`config.mk`:
```
export PLATFORM = sky130hd
export DESIGN_NAME = etpi_ctrl
export DESIGN_NICKNAME = d
export VERILOG_FILES = /design/src/hw/rtl/escape_time_pixel_iterator_core_assert.svh /design/src/hw/rtl/etpi_pkg.sv /design/src/hw/rtl/etpi_ctrl.sv
export SDC_FILE = /design/constraint.sdc
export NUM_CORES = 1
export LEC_CHECK = 0
export BUFFER_PORTS_ARGS = -buffer_cell sky130_fd_sc_hd__buf_2
export CAP_MARGIN = 40
export CORE_AREA = 2 2 39 41
export DETAILED_ROUTE_END_ITERATION = 8
export DIE_AREA = 0 0 41 43
export HOLD_SLACK_MARGIN = 0.02
export PLACE_DENSITY = 0.44
export REMOVE_ABC_BUFFERS = 1
export SLEW_MARGIN = 20
export SYNTH_ARGS = -nofsm -noshare
export SYNTH_HDL_FRONTEND = slang
export SYNTH_SLANG_ARGS = --single-unit
export TNS_END_PERCENT = 1
```
`constraint.sdc`:
```
create_clock -name clk -period 1.12 [get_ports clk]
set_input_delay 0.224 -clock clk [delete_from_list [all_inputs] [get_ports clk]]
set_output_delay 0.224 -clock clk [all_outputs]
set_load 0.05 [all_outputs]
```
`src/hw/rtl/escape_time_pixel_iterator_core_assert.svh`:
```
// ----------------------------------------------------------------------------
// Assertion macros for the escape-time pixel iterator
// Concurrent checks that compile away when SYNTHESIS is defined.
// ----------------------------------------------------------------------------
`ifndef ESCAPE_TIME_PIXEL_ITERATOR_CORE_ASSERT_SVH
`define ESCAPE_TIME_PIXEL_ITERATOR_CORE_ASSERT_SVH

`ifndef SYNTHESIS
// check that is masked while reset is asserted
`define ETPI_ASSERT(lbl, clk, rst_n, prop) \
    lbl: assert property (@(posedge clk) disable iff (!rst_n) prop) \
        else $error("etpi assertion failed");
// check that also holds during reset
`define ETPI_ASSERT_ALWAYS(lbl, clk, prop) \
    lbl: assert property (@(posedge clk) prop) \
        else $error("etpi reset assertion failed");
`else
`define ETPI_ASSERT(lbl, clk, rst_n, prop)
`define ETPI_ASSERT_ALWAYS(lbl, clk, prop)
`endif

`endif

```
`src/hw/rtl/etpi_pkg.sv`:
```
// ----------------------------------------------------------------------------
// etpi_pkg
// Shared types, constants and helpers of the escape-time pixel iterator.
// ----------------------------------------------------------------------------
`default_nettype none

package etpi_pkg;

    localparam int DEF_FRAC_BITS  = 28;
    localparam int DEF_COORD_BITS = 12;
    localparam int DEF_ITER_BITS  = 16;

    localparam int DATA_BITS    = 32;
    localparam int REG_IDX_BITS = 3;
    localparam int ADDR_BITS    = REG_IDX_BITS + 2;

    // register reset values, Q4.28 where fractional
    localparam int unsigned    RST_MAX_ITER    = 255;
    localparam logic [31:0]    RST_REAL_ORIGIN = 32'hE000_0000; // -2.0
    localparam logic [31:0]    RST_IMAG_ORIGIN = 32'hF000_0000; // -1.0
    localparam logic [31:0]    RST_REAL_STEP   = 32'd786432;
    localparam logic [31:0]    RST_IMAG_STEP   = 32'd524288;

    typedef enum logic [REG_IDX_BITS-1:0] {
        REG_MAX_ITER    = 3'd0,
        REG_REAL_ORIGIN = 3'd1,
        REG_IMAG_ORIGIN = 3'd2,
        REG_REAL_STEP   = 3'd3,
        REG_IMAG_STEP   = 3'd4
    } reg_idx_t;

    typedef struct packed {
        logic signed [31:0] real_origin;
        logic signed [31:0] imag_origin;
        logic signed [31:0] real_step;
        logic signed [31:0] imag_step;
    } cfg_t;

    // controller -> datapath
    typedef struct packed {
        logic coord_mul;  // register index * step products
        logic c_load;     // form c, clear z and count
        logic mul;        // register squares and cross product of z
        logic step;       // write new z, bump count
        logic load_out;   // copy count into the output register
    } dp_cmd_t;

    // datapath -> controller
    typedef struct packed {
        logic escape;     // |z|^2 above four
        logic count_zero;
        logic limit_hit;  // count has reached max_iter
    } dp_sts_t;

    function automatic logic signed [31:0] sat32(input logic signed [63:0] v);
        logic signed [31:0] r;
        if (v > 64'sd2147483647)
            r = 32'sh7FFF_FFFF;
        else if (v < -64'sd2147483648)
            r = 32'sh8000_0000;
        else
            r = v[31:0];
        return r;
    endfunction

endpackage

`default_nettype wire

```
`src/hw/rtl/etpi_ctrl.sv`:
```
// ----------------------------------------------------------------------------
// etpi_ctrl
// Sequencer: setup of c, multiply / update loop, hand-off to the output.
// ----------------------------------------------------------------------------
`default_nettype none

module etpi_ctrl
    import etpi_pkg::*;
(
    input  wire logic    clk,
    input  wire logic    rst_n,
    input  wire logic    in_valid,
    output logic         in_ready,
    output logic         out_valid,
    input  wire logic    out_ready,
    output dp_cmd_t      cmd,
    input  wire dp_sts_t sts
);

    typedef enum logic [2:0] {
        S_IDLE,
        S_CADD,
        S_MUL,
        S_UPD,
        S_FIN
    } state_t;

    state_t state_reg, state_next;
    logic   out_valid_reg, out_valid_next;
    logic   out_free;
    logic   escaped;

    assign out_free = !out_valid_reg || out_ready;
    // first update sees the products of z = 0, no escape test there
    assign escaped  = !sts.count_zero && sts.escape;

    always_comb
    begin
        state_next     = state_reg;
        out_valid_next = out_valid_reg && !out_ready;
        cmd            = '0;
        case (state_reg)
            S_IDLE:
            begin
                if (in_valid)
                begin
                    cmd.coord_mul = 1'b1;
                    state_next    = S_CADD;
                end
            end
            S_CADD:
            begin
                cmd.c_load = 1'b1;
                state_next = S_MUL;
            end
            S_MUL:
            begin
                cmd.mul    = 1'b1;
                state_next = S_UPD;
            end
            S_UPD:
            begin
                if (escaped)
                    state_next = S_FIN;
                else
                begin
                    cmd.step   = 1'b1;
                    state_next = sts.limit_hit ? S_FIN : S_MUL;
                end
            end
            S_FIN:
            begin
                if (out_free)
                begin
                    cmd.load_out   = 1'b1;
                    out_valid_next = 1'b1;
                    state_next     = S_IDLE;
                end
            end
            default:
            begin
                state_next = S_IDLE;
            end
        endcase
    end

    always_ff @(posedge clk or negedge rst_n)
    begin
        if (!rst_n)
        begin
            state_reg     <= S_IDLE;
            out_valid_reg <= 1'b0;
        end
        else
        begin
            state_reg     <= state_next;
            out_valid_reg <= out_valid_next;
        end
    end

    assign in_ready  = (state_reg == S_IDLE);
    assign out_valid = out_valid_reg;

endmodule

`default_nettype wire

```
==> results.cfg, run 1 <==
[status]
status = complete, but fails checks
failed_checks = negative setup slack

[placed_design]
place.gp.congestion = 0.658
io_buffers = 13
hpwl_um = 435
dp.cells = 54

[worst_hold_path]
min_to = state_reg[0]$_DFFE_PN0P_
min_path_type = input port to register
hold_depth = 3
hp-start = in_valid

[routing]
drt_iter0_markers = 2
drc = 0
postRouteAntennaNets = 0
vias_per_cell = 3.95
route.vias.total = 237
wire_per_inst_um = 9.48
wl_um = 569
firstDrtPassIters = 2

[die]
die_y_um = 43
die_area_um2 = 1760
rows = 14
die_x_um = 41
coreArea_um2 = 1380
ioPinCount = 14
start_util_pct = 16.6

[global_route]
grt_pass1_vias = 232
use_met1_pct = 10.7
grt_max_degree = 8
grt.busiest_layer = met1
grt_util_met2_pct = 9.69
met3_usage_pct = 3.14
globalRouteOverflowTotal = 0
grt_usage_pct = 8.25
grt_pass1_wl_um = 931
antenna_found_initial = 0

[synthesis]
synth_fa_ha_area_share_pct = 0
yosys.area_share.simple_pct = 44.6
syn-instance-count = 22
synth-seq-cells = 4
avgSynthCellArea_um2 = 10.5
yosysWarnings = 0
synth_top_family_by_area = simple AND/OR/NAND/NOR gates
synth_area_um2 = 230
yosysUniqueCellTypes = 16
ys_seq_area_share_pct = 43.5
synth.area.mux_share_pct = 0
synth_compound_area_share_pct = 12.0
synthXorXnorAreaFrac_pct = 0

[pwr]
p_seq_share_pct = 22.5
switching_share_pct = 49.4
power_leakage_nw = 0.217
cellPowerDensity_nw_per_um2 = 3330
combPwrFrac_pct = 65.5
ir_worst_vdd_mv = 1.70
p_total_mw = 1.45
pwr-share-clk_pct = 12.0
p_int_mw = 0.734
power_switching_mw = 0.715

[cells_and_area]
area.growth.synth_to_final_pct = 89.1
final_core_utilization_pct = 31.5
final_cell_mix = buf_2 (7), buf_4 (7), buf_6 (4)
drive_above_1_share_pct = 68.2
largest_register_ffs = 3
stdcell_count = 60
fill_cells = 157
nets = 53
diodes = 0

[worst_setup_path]
critPathBufInv = 1
r2r_cells = 4
path_max_fanout = 6
worstPathArrival_ns = 1.19
crit_slowest_cell = dfrtp_2
cp_slowest_stage_delay_ns = 0.43
crit_family = flip-flops
startpoint_type = register
r2r-start = state_reg[0]$_DFFE_PN0P_
path_depth = 3
endpoint_kind = output pin
required_ns = 0.90
ff2ff_setup_slack_ns = 0.07
r2r-end = state_reg[1]$_DFFE_PN0P_
crit_start = state_reg[2]$_DFFE_PN0P_
crit_type = register to output pin
cp_cell_sequence = nand2b_4 -> nor3b_4 -> buf_6

[clock_network]
cts_tree = built
clockBufferDepth = 2
clk_latency_ns = 0.23
cts_buffers = 3
cts.sink_count = 4
clock-root-buffer = clkbuf_4
h-tree-depth = 1
clkTransAtPathRegs_ns = 0.04

[run]
maxCapViolations = 0

[timing]
relSlewSlack_pct = 83.6
post-route-worst-setup-slack_ns = -0.295
finalSetupViolCount = 6
clock_skew_ns = 0.00399
fin_crit_ns = 1.42
tightest_slew_ns = 0.248
final_hold_viol_count = 0
maxSlewViolCount = 0
whs_ns = 0.267
min_period_over_period_pct = 126
rsz0062_at_grt = yes
clock.fmax_mhz = 707
fin_setup_tns_ns = -1.51
power by group through the flow:
| stage | Clock [mW] | Sequential, mW | Combinational, mW |
|---|---|---|---|
| after floorplan | 0 | 0.326 | 0.519 |
| after global placement | 0 | 0.309 | 0.753 |
| after detailed placement | 0 | 0.310 | 0.752 |
| after CTS | 0.181 | 0.324 | 0.872 |
| after global routing | 0.196 | 0.343 | 1.00 |
| final | 0.174 | 0.327 | 0.949 |
routing by layer:
layer / vias up / wire length (µm) / share of wire [%]
li1: 121 / - / -
met1: 105 / 250 / 44
met2: 9 / 281 / 49
met3: 2 / 29 / 5.1
met4: 0 / 8 / 1.4
met5: - / 0 / 0
cells in the mapped netlist:
library cell | number | area share (%)
o22ai_2 | 1 | 5.4
o21ai_0 | 1 | 2.2
o211a_1 | 1 | 4.3
and2_1 | 1 | 2.7
dfrtp_1 | 4 | 43
nand2b_2 | 1 | 3.8
nand2_1 | 2 | 3.3
nor2b_4 | 1 | 6.0
and3_1 | 1 | 2.7
nor3_1 | 2 | 4.3
nor3_2 | 1 | 4.3
nor3b_1 | 1 | 3.3
nor2_2 | 1 | 2.7
nor3b_2 | 1 | 5.4
nand2b_1 | 1 | 2.7
nor2_1 | 2 | 3.3
worst max path at each step:
stage and end:
2_1_floorplan cmd[4], 3_3_place_gp cmd[1], 3_5_place_dp cmd[1], 4_1_cts cmd[1], 5_1_grt cmd[1], 6_report cmd[1]
through the flow:
stage | area, µm² | setup slack [ns]
after global routing | 435 | -0.352
after CTS | 409 | -0.322
after floorplan | 230 | -0.782
final | 435 | -0.295
after global placement | 338 | -0.173
after detailed placement | 338 | -0.188
worst reg2reg max path, cell delays in order (launching register included):
cell and delay, ns:
dfrtp_2 0.44, buf_4 0.16, buf_4 0.13, o211a_1 0.12
nor3_1 0.12
final cells by class:
class	count	area, µm²	area share, %
clock buffers	3	22.5	5.17
multi-input cells	18	146	33.6
flip-flops and latches	4	104	23.9
well taps	16	20.0	4.60
repair buffers	19	143	32.8
kinds of logic after synthesis:
group,after synthesis
simple gates,15
compound gates,3
flops,4
repair_timing:
action / in CTS / in global routing
hold buffers: 1 / 0
endpoints found under the hold margin: 4 / 0
setup buffers: 0 / 2
pin swaps: 1 / 2
gates resized for setup: 14 / 2
setup endpoints to repair: 6 / 6
(Power assumes the default switching activity.)
==> inputs of run 2 (changes only) <==
- RECOVER_POWER: default -> 25
==> results.cfg, run 2 (synthesized netlist as in run 1, its figures left out) <==
[placed_design]
hpwl_um = 435
place.gp.congestion = 0.658
io_buffers = 13
dp.cells = 54

[die]
ioPinCount = 14
start_util_pct = 16.6
die_y_um = 43
die_x_um = 41
rows = 14
coreArea_um2 = 1380
die_area_um2 = 1760

[global_route]
grt_pass1_wl_um = 931
grt_pass1_vias = 232
grt_usage_pct = 8.25
antenna_found_initial = 0
grt_max_degree = 8
globalRouteOverflowTotal = 0

[clock_network]
clock-root-buffer = clkbuf_4
clkTransAtPathRegs_ns = 0.04
clockBufferDepth = 2
h-tree-depth = 1
cts.sink_count = 4
cts_buffers = 3
cts_tree = built
clk_latency_ns = 0.23

[timing]
final_hold_viol_count = 0
fin_crit_ns = 1.42
post-route-worst-setup-slack_ns = -0.295
tightest_slew_ns = 0.248
clock_skew_ns = 0.00399
relSlewSlack_pct = 83.6
min_period_over_period_pct = 126
whs_ns = 0.267
maxSlewViolCount = 0
finalSetupViolCount = 6
rsz0062_at_grt = yes
clock.fmax_mhz = 707

[status]
failed_checks = negative setup slack
status = complete, but fails checks

[cells_and_area]
layout_commonest_cell = buf_4
area.growth.synth_to_final_pct = 88.6
largest_register_ffs = 3
drive_above_1_share_pct = 65.9
diodes = 0
nets = 53
stdcell_count = 60
final_cell_mix = buf_4 (7), buf_2 (6), buf_6 (4)
fill_cells = 157

[pwr]
ir_worst_vdd_mv = 1.70
cellPowerDensity_nw_per_um2 = 3340
power_leakage_nw = 0.215

[routing]
vias_per_cell = 3.97
firstDrtPassIters = 2
postRouteAntennaNets = 0
wire_per_inst_um = 9.40
route.vias.total = 238
drt_iter0_markers = 2
wl_um = 564
drc = 0

[worst_setup_path]
crit_slowest_cell = dfrtp_2
required_ns = 0.90
critPathBufInv = 1
ff2ff_setup_slack_ns = 0.07
crit_type = register to output pin
worstPathArrival_ns = 1.19
endpoint_kind = output pin
crit_family = flip-flops
path_max_fanout = 6
cp_slowest_stage_delay_ns = 0.43
startpoint_type = register
cp_cell_sequence = nand2b_4 -> nor3b_4 -> buf_6

[run]
maxCapViolations = 0

[worst_hold_path]
min_path_type = input port to register
run 2: cell types whose count changed in the layout (fill, tap and decap cells not counted), sizes merged:
cell,previous run,this run
buf,18,17
clkbuf,3,4
run 2: worst paths after layout:
check / startpoint / endpoint / cells after the start
max reg2reg: state_reg[0]$_DFFE_PN0P_ / state_reg[1]$_DFFE_PN0P_ / 4
max: state_reg[2]$_DFFE_PN0P_ / cmd[1] / 3
max in group asynchronous: rst_n / state_reg[0]$_DFFE_PN0P_ / 2
min in group asynchronous: rst_n / out_valid$_DFF_PN0_ / 2
min: in_valid / state_reg[0]$_DFFE_PN0P_ / 3
min reg2reg: state_reg[0]$_DFFE_PN0P_ / state_reg[0]$_DFFE_PN0P_ / 1
run 2: what timing repair did:
action	in CTS	in global routing
buffers inserted	0	2
cloned	0	0
setup endpoints to repair	6	6
hold buffers	1	0
pin swaps	1	2
resized for setup	14	2
hold endpoints to repair	4	0
run 2: layout make-up:
class                           instances  area [µm²]  share of cell area, %
Tap cell                               16        20.0                   4.61
Clock buffer                            3        22.5                   5.19
Multi-Input combinational cell         18         146                   33.7
Timing Repair Buffer                   19         141                   32.6
Sequential cell                         4         104                   23.9
run 2: per-stage QoR:
stage	worst slack (ns)	total power [mW]	utilization [%]	TNS [ns]	area (µm²)
final	-0.295	1.45	31.4	-1.50	434
after global routing	-0.352	1.54	31.4	-1.91	434
after CTS	-0.322	1.38	29.6	-1.63	409
after detailed placement	-0.188	1.06	24.4	-0.690	338
after global placement	-0.173	1.06	24.4	-0.682	338
after floorplan	-0.782	0.845	-	-2.85	230
run 2: worst register-to-register path: stages (launching register included):
cell	delay, ns
dfrtp_2	0.44
buf_4	0.16
buf_4	0.13
o211a_1	0.12
nor3_1	0.12
run 2: power breakdown:
group          switching, mW  internal, mW
logic                  0.550         0.398
clock network         0.0541         0.120
registers              0.111         0.216
run 2: metal layers:
layer	up-vias	GRT usage, %	part of all wire [%]
met5	-	0	0
li1	121	-	-
met4	0	8.00	1.4
met2	9	9.69	50
met1	106	10.7	44
met3	2	3.14	5.1
