## config.mk

```make
export PLATFORM = sky130hd
export DESIGN_NAME = etpi_regs
export DESIGN_NICKNAME = d
export VERILOG_FILES = /design/src/hw/rtl/escape_time_pixel_iterator_core_assert.svh /design/src/hw/rtl/etpi_pkg.sv /design/src/hw/rtl/etpi_regs.sv
export SDC_FILE = /design/constraint.sdc
export NUM_CORES = 1
export LEC_CHECK = 0
export BUFFER_PORTS_ARGS = -buffer_cell sky130_fd_sc_hd__buf_2
export CAP_MARGIN = 25
export CORE_ASPECT_RATIO = 0.8
export CORE_MARGIN = 3
export CORE_UTILIZATION = 55
export CTS_CLUSTER_SIZE = 40
export DETAILED_ROUTE_END_ITERATION = 16
export PLACE_DENSITY = 0.88
export SLEW_MARGIN = 20
export SYNTH_ARGS = -nofsm -noshare
export SYNTH_HDL_FRONTEND = slang
export SYNTH_SLANG_ARGS = --single-unit
export TNS_END_PERCENT = 10
```

## constraint.sdc

```tcl
create_clock -name clk -period 2 [get_ports clk]
set_input_delay 0.3 -clock clk [delete_from_list [all_inputs] [get_ports clk]]
set_output_delay 0.3 -clock clk [all_outputs]
set_load 0.03 [all_outputs]
```

## src/hw/rtl/escape_time_pixel_iterator_core_assert.svh

```systemverilog
// ----------------------------------------------------------------------------
// Assertion macros for the escape-time pixel iterator
// Concurrent checks that compile away when SYNTHESIS is defined.
// ----------------------------------------------------------------------------
`ifndef ESCAPE_TIME_PIXEL_ITERATOR_CORE_ASSERT_SVH
`define ESCAPE_TIME_PIXEL_ITERATOR_CORE_ASSERT_SVH

`ifndef SYNTHESIS
// check that is masked while reset is asserted
`define ETPI_ASSERT(lbl, clk, rst_n, prop) \
    lbl: assert property (@(posedge clk) disable iff (!rst_n) prop) \
        else $error("etpi assertion failed");
// check that also holds during reset
`define ETPI_ASSERT_ALWAYS(lbl, clk, prop) \
    lbl: assert property (@(posedge clk) prop) \
        else $error("etpi reset assertion failed");
`else
`define ETPI_ASSERT(lbl, clk, rst_n, prop)
`define ETPI_ASSERT_ALWAYS(lbl, clk, prop)
`endif

`endif

```

## src/hw/rtl/etpi_pkg.sv

```systemverilog
// ----------------------------------------------------------------------------
// etpi_pkg
// Shared types, constants and helpers of the escape-time pixel iterator.
// ----------------------------------------------------------------------------
`default_nettype none

package etpi_pkg;

    localparam int DEF_FRAC_BITS  = 28;
    localparam int DEF_COORD_BITS = 12;
    localparam int DEF_ITER_BITS  = 16;

    localparam int DATA_BITS    = 32;
    localparam int REG_IDX_BITS = 3;
    localparam int ADDR_BITS    = REG_IDX_BITS + 2;

    // register reset values, Q4.28 where fractional
    localparam int unsigned    RST_MAX_ITER    = 255;
    localparam logic [31:0]    RST_REAL_ORIGIN = 32'hE000_0000; // -2.0
    localparam logic [31:0]    RST_IMAG_ORIGIN = 32'hF000_0000; // -1.0
    localparam logic [31:0]    RST_REAL_STEP   = 32'd786432;
    localparam logic [31:0]    RST_IMAG_STEP   = 32'd524288;

    typedef enum logic [REG_IDX_BITS-1:0] {
        REG_MAX_ITER    = 3'd0,
        REG_REAL_ORIGIN = 3'd1,
        REG_IMAG_ORIGIN = 3'd2,
        REG_REAL_STEP   = 3'd3,
        REG_IMAG_STEP   = 3'd4
    } reg_idx_t;

    typedef struct packed {
        logic signed [31:0] real_origin;
        logic signed [31:0] imag_origin;
        logic signed [31:0] real_step;
        logic signed [31:0] imag_step;
    } cfg_t;

    // controller -> datapath
    typedef struct packed {
        logic coord_mul;  // register index * step products
        logic c_load;     // form c, clear z and count
        logic mul;        // register squares and cross product of z
        logic step;       // write new z, bump count
        logic load_out;   // copy count into the output register
    } dp_cmd_t;

    // datapath -> controller
    typedef struct packed {
        logic escape;     // |z|^2 above four
        logic count_zero;
        logic limit_hit;  // count has reached max_iter
    } dp_sts_t;

    function automatic logic signed [31:0] sat32(input logic signed [63:0] v);
        logic signed [31:0] r;
        if (v > 64'sd2147483647)
            r = 32'sh7FFF_FFFF;
        else if (v < -64'sd2147483648)
            r = 32'sh8000_0000;
        else
            r = v[31:0];
        return r;
    endfunction

endpackage

`default_nettype wire

```

## src/hw/rtl/etpi_regs.sv

```systemverilog
// ----------------------------------------------------------------------------
// etpi_regs
// APB register file: iteration limit, origin and step of the complex plane.
// ----------------------------------------------------------------------------
`default_nettype none

module etpi_regs
    import etpi_pkg::*;
#(
    parameter int ITER_BITS = DEF_ITER_BITS
) (
    input  wire logic                 clk,
    input  wire logic                 rst_n,
    input  wire logic                 psel,
    input  wire logic                 penable,
    input  wire logic                 pwrite,
    input  wire logic [ADDR_BITS-1:0] paddr,
    input  wire logic [DATA_BITS-1:0] pwdata,
    output logic      [DATA_BITS-1:0] prdata,
    output logic                      pready,
    output cfg_t                      cfg,
    output logic      [ITER_BITS-1:0] max_iter
);

    logic [ITER_BITS-1:0] max_iter_reg;
    cfg_t                 cfg_reg;
    logic                 wr_en;
    reg_idx_t             idx;

    assign pready = 1'b1;
    assign wr_en  = psel && penable && pwrite;
    assign idx    = reg_idx_t'(paddr[ADDR_BITS-1:2]);

    always_ff @(posedge clk or negedge rst_n)
    begin
        if (!rst_n)
        begin
            max_iter_reg        <= ITER_BITS'(RST_MAX_ITER);
            cfg_reg.real_origin <= RST_REAL_ORIGIN;
            cfg_reg.imag_origin <= RST_IMAG_ORIGIN;
            cfg_reg.real_step   <= RST_REAL_STEP;
            cfg_reg.imag_step   <= RST_IMAG_STEP;
        end
        else if (wr_en)
        begin
            case (idx)
                REG_MAX_ITER:    max_iter_reg        <= pwdata[ITER_BITS-1:0];
                REG_REAL_ORIGIN: cfg_reg.real_origin <= pwdata;
                REG_IMAG_ORIGIN: cfg_reg.imag_origin <= pwdata;
                REG_REAL_STEP:   cfg_reg.real_step   <= pwdata;
                REG_IMAG_STEP:   cfg_reg.imag_step   <= pwdata;
                default:         ;
            endcase
        end
    end

    always_comb
    begin
        case (idx)
            REG_MAX_ITER:    prdata = DATA_BITS'(max_iter_reg);
            REG_REAL_ORIGIN: prdata = cfg_reg.real_origin;
            REG_IMAG_ORIGIN: prdata = cfg_reg.imag_origin;
            REG_REAL_STEP:   prdata = cfg_reg.real_step;
            REG_IMAG_STEP:   prdata = cfg_reg.imag_step;
            default:         prdata = '0;
        endcase
    end

    assign cfg      = cfg_reg;
    assign max_iter = max_iter_reg;

endmodule

`default_nettype wire

```

==> results.yml, run 1 <==
status:
  outcome: "finished, final reports clean"
floorplanning:
  die_h_um: 104
  initial_core_util_pct: 56.9
  ios: 219
  core-area_um2: 11600
  core.rowCount: 35
  dieWidth_um: 129
  fp.dieArea_um2: 13400
worst_setup_path:
  required_ns: 1.70
  cp-end-kind: "primary output"
  crit_type: "register to primary output"
  slowest_delay_ns: 0.40
  r2r_end: "cfg[52]"
  startpoint_type: "register"
  rr_worst_depth: 1
  crit_arrival_ns: 1.58
  startpoint: "cfg[45]"
  crit_path_top_delay_cell: "dfrtp_1"
  cp_top_family: "flip-flops"
  worst-path-buf-inv: 1
  worstReg2RegStart: "cfg[52]"
  cp-endpoint: "prdata[13]"
  critPathMaxFanout: 3
  r2r_setup_slack_ns: 1.18
  crit_path_cell_trace: "mux2_2 -> a32oi_1 -> o21ai_0 -> buf_2"
  path_depth: 4
clocking:
  cts.sink_count: 144
  cts_setup_buffers: 0
  clockRootBuffer: "clkbuf_16"
  h-tree-depth: 4
  cts_inserted_buffers: 17
  cts_tree: "done"
  clk_latency_ns: 0.41
  cts_buffer_depth: 2
  cts.clk_slew.worst_paths_ns: 0.07
  post_cts_resized: 0
logic_synthesis:
  ys_seq_area_share_pct: 54.7
  yosysTopAreaCell: "dfrtp_1"
  synth_edf_count: 0
  synth_ff_type: "dfrtp_1"
  yosys-top-cells-area: "dfrtp_1 48%, mux2_2 20%, mux2_4 9.1%, dfstp_2 7.1%, a22oi_1 3.6%"
  synthesis.instances: 453
  synth_top_area_share_pct: 47.6
  ys_top_cells_by_count: "126 x dfrtp_1, 115 x mux2_2, 40 x mux2_4"
  synth.net_count: 495
  postSynth.asyncResetShare_pct: 100
  ys_ff_latch: 144
  yosysUniqueCellTypes: 26
  syn_area_um2: 6630
  avgSynthCellArea_um2: 14.6
  synth_most_common_cell: "dfrtp_1"
  yosys_warnings: 0
layout:
  drive_above_1_share_pct: 65.8
  synthToLayoutAreaGrowth_pct: 30.0
  fin_util_pct: 74.0
  largest_reg_flops: 128
  diodes: 0
  finalNetCount: 725
grt:
  grt_pass1_wl_mm: 29.8
  antenna_found_initial: 0
  grt_max_degree: 55
  grt_overflow_total: 0
  grt_pass1_vias: 5365
  grt_usage_pct: 28.5
sta:
  rsz0062_at_grt: "no"
  fin_crit_ns: 1.88
  finalMaxSlewViolations: 0
  clock-skew-final_ns: 0
  timing.hold.ws_ns: 0.151
  fin_crit_sh_pct: 93.9
  finalHoldViolations: 0
  setup_viol: 0
  setup_slack_ns: 0.123
  max_freq_mhz: 533
route:
  wl_mm: 18.8
  drc_errors: 0
  vias: 5010
  dr.first_iter.drc_count: 361
  drtAntennaViolNets: 0
  wire_per_inst_um: 22.3
  dr.pass1.iters: 5
  viasPerCell: 5.94
worst_hold_path:
  hold_class: "input port to register"
  min-delay-start: "pwdata[21]"
placed_design:
  pre_cts_ws_ns: 0.115
  portBuffers: 215
  dp_hpwl_mm: 13.1
  gp_congestion: 0.835
pwr:
  p_leak_nw: 4.42
  p_per_area_nw_per_um2: 1210
  ir_drop_v: 0.000894
flow_run:
  max_cap_violations: 0
## metrics by stage
stage,cell area [µm²],cells,power (mW),TNS (ns)
floorplan,6630,453,6.20,-0.851
global placement,8040,811,7.22,0
detailed placement,8040,811,7.35,0
CTS,8620,844,10.5,0
global route,8620,844,10.8,0
finish,8620,844,10.4,0
## logic make-up (layout without fill, tap and decap cells)
logic type | Yosys count | after routing | synth area share (%)
muxes | 176 | 176 | 31.9
buffers and inverters | 40 | 283 | 3.30
DFF | 144 | 144 | 54.7
AOI/OAI and AO/OA | 80 | 80 | 8.45
other | 1 | 1 | 0.0566
and+or+nand+nor | 12 | 12 | 1.64
## how the worst min path moves through the flow
stage | end | slack [ns] | depth (start not counted)
after floorplan | cfg[0] | 0.004 | 0
after global placement | cfg[85] | 0.23 | 1
after detailed placement | cfg[117] | 0.24 | 1
after CTS | cfg[57] | 0.14 | 2
after global routing | cfg[58] | 0.15 | 2
final | cfg[53] | 0.15 | 2
## metal layers
metal | track usage, % | wire length [µm] | up-vias
li1 | - | - | 2161
met1 | 37.1 | 7670 | 2573
met2 | 46.6 | 9580 | 236
met3 | 6.06 | 1100 | 40
met4 | 10.9 | 456 | 0
met5 | 0 | 0 | -
## power breakdown
group	switching (mW)	internal, mW
clock	1.24	1.85
combinational	2.11	1.18
sequential	0.497	3.54
## layout make-up
class,count,area (µm²)
inverters,2,7.51
fillers,752,3030
well taps,148,185
clock inverters,12,135
clock buffers,20,437
repair buffers,249,1420
multi-input cells,269,2810
flip-flops and latches,144,3630
## cells in the final DEF, fill, tap and decap left out, types with 15 or more instances in the layout
cell,n
buf_2,214
dfrtp_1,126
mux2_2,115
mux2_4,40
a22oi_1,32
buf_4,27
dfstp_2,18
clkbuf_16,17
mux2i_1,16
o22ai_1,16
a32oi_1,16
o21ai_0,15
## timing repair
action / in CTS / in global routing
endpoints found under the hold margin: 37 / 0
setup endpoints to repair: 0 / 0
hold buffers: 1 / 0
No activity file was read; power rests on OpenSTA's default activity.
==> inputs of run 2 (changes only) <==
--- a/config.mk
+++ b/config.mk
@@ -5,7 +5,7 @@
 export SDC_FILE = /design/constraint.sdc
 export NUM_CORES = 1
 export LEC_CHECK = 0
-export BUFFER_PORTS_ARGS = -buffer_cell sky130_fd_sc_hd__buf_2
+export BUFFER_PORTS_ARGS = -buffer_cell sky130_fd_sc_hd__buf_4
 export CAP_MARGIN = 25
 export CORE_ASPECT_RATIO = 0.8
 export CORE_MARGIN = 3
==> results.yml, run 2 (synthesis results as in run 1) <==
status:
  outcome: "finished, final reports clean"
clocking:
  cts_tree: "done"
  cts_buffer_depth: 2
  clk_latency_ns: 0.41
  h-tree-depth: 4
  cts_inserted_buffers: 17
  post_cts_resized: 0
  cts.sink_count: 144
  cts.clk_slew.worst_paths_ns: 0.06
  clockRootBuffer: "clkbuf_16"
worst_setup_path:
  crit_type: "register to primary output"
  required_ns: 1.70
  crit_arrival_ns: 1.58
  critPathMaxFanout: 3
  cp-end-kind: "primary output"
  startpoint_type: "register"
layout:
  finalNetCount: 725
  drive_above_1_share_pct: 66.1
  final_common_cell: "buf_4"
  fin_cells: 844
  diodes: 0
  final_cell_mix: "241 x buf_4, 126 x dfrtp_1, 115 x mux2_2"
  synthToLayoutAreaGrowth_pct: 38.9
  largest_reg_flops: 128
  fin_area_um2: 9210
sta:
  clock-skew-final_ns: 0
  finalHoldViolations: 0
  setup_viol: 0
  finalMaxSlewViolations: 0
  max_freq_mhz: 531
  fin_crit_sh_pct: 94.1
  fin_crit_ns: 1.88
  rsz0062_at_grt: "no"
route:
  dr.first_iter.drc_count: 423
  wl_mm: 19.5
  drc_errors: 0
  wl_met2_mm: 10.2
  viasPerCell: 5.97
  met1Wirelength_mm: 7.83
  vias: 5041
  wire_per_inst_um: 23.2
  dr.pass1.iters: 8
  drtAntennaViolNets: 0
  top_layer: "met4"
  wl_met3_mm: 1.06
placed_design:
  place_inst: 811
  gp_congestion: 0.818
  dp_hpwl_mm: 13.7
  portBuffers: 215
  place_area_um2: 8570
floorplanning:
  core-area_um2: 11600
  dieWidth_um: 129
  core.rowCount: 35
  fp.dieArea_um2: 13400
  ios: 219
  initial_core_util_pct: 56.9
  die_h_um: 104
pwr:
  p_leak_nw: 4.56
  ir_drop_v: 0.000801
  p_per_area_nw_per_um2: 1210
grt:
  grt_usage_pct: 29.5
  grt_max_degree: 57
  grt_pass1_wl_mm: 30.6
  grt_pass1_vias: 5476
  antenna_found_initial: 0
  grt_overflow_total: 0
worst_hold_path:
  hold_class: "input port to register"
flow_run:
  max_cap_violations: 0
-- run 2: cell count changes in the layout (fill, tap and decap cells not counted), sizes merged --
cell	previous run	this run
inv	5	4
clkinv	3	5
clkinvlp	4	2
bufinv	2	4
clkbuf	20	19
-- run 2: power by group --
| part | switching (mW) | internal [mW] | total, mW |
|---|---|---|---|
| clock network | 1.22 | 2.13 | 3.35 |
| registers | 0.521 | 3.54 | 4.06 |
| logic | 2.14 | 1.57 | 3.72 |
| total | 3.88 | 7.24 | 11.1 |
-- run 2: final timing paths --
path | startpoint | end | slack, ns | cells after the start
max | cfg[33] | prdata[1] | 0.12 | 4
min | pwdata[27] | cfg[59] | 0.15 | 2
max reg2reg | cfg[104] | cfg[104] | 1.17 | 1
min reg2reg | cfg[88] | cfg[88] | 0.54 | 1
max in group asynchronous | rst_n | max_iter[2] | 0.94 | 3
min in group asynchronous | rst_n | cfg[89] | 0.37 | 2
-- run 2: worst max-delay path, stage by stage, from the launching register on --
cell and delay [ns]:
dfrtp_1 0.40, mux2_2 0.27, a32oi_1 0.19, o21ai_0 0.12, buf_4 0.18
-- run 2: layer usage --
| layer | GRT usage (%) | up-vias |
|---|---|---|
| met4 | 11.5 | 0 |
| met5 | 0 | - |
| li1 | - | 2171 |
| met3 | 4.93 | 39 |
| met1 | 38.1 | 2599 |
| met2 | 49.7 | 232 |
-- run 2: final cells by class --
class | count | area, µm²
Multi-Input combinational cell | 269 | 2810
Inverter | 2 | 7.51
Clock inverter | 13 | 185
Sequential cell | 144 | 3630
Tap cell | 148 | 185
Timing Repair Buffer | 249 | 1950
Fill cell | 684 | 2440
Clock buffer | 19 | 443
-- run 2: stage by stage --
step	setup WS [ns]	setup TNS [ns]	util (%)	hold WS [ns]	total power, mW
floorplan	-0.0655	-0.851	-	0.00441	6.20
global placement	0.182	0	73.6	0.224	7.66
detailed placement	0.154	0	73.6	0.226	7.81
CTS	0.0943	0	79.1	0.129	11.2
global route	0.0348	0	79.1	0.137	11.5
finish	0.118	0	79.1	0.146	11.1
-- run 2: repair_timing --
action                    4_1_cts  5_1_grt
hold endpoints to repair       32        0
hold buffers                    1        0
setup buffers                   0        0
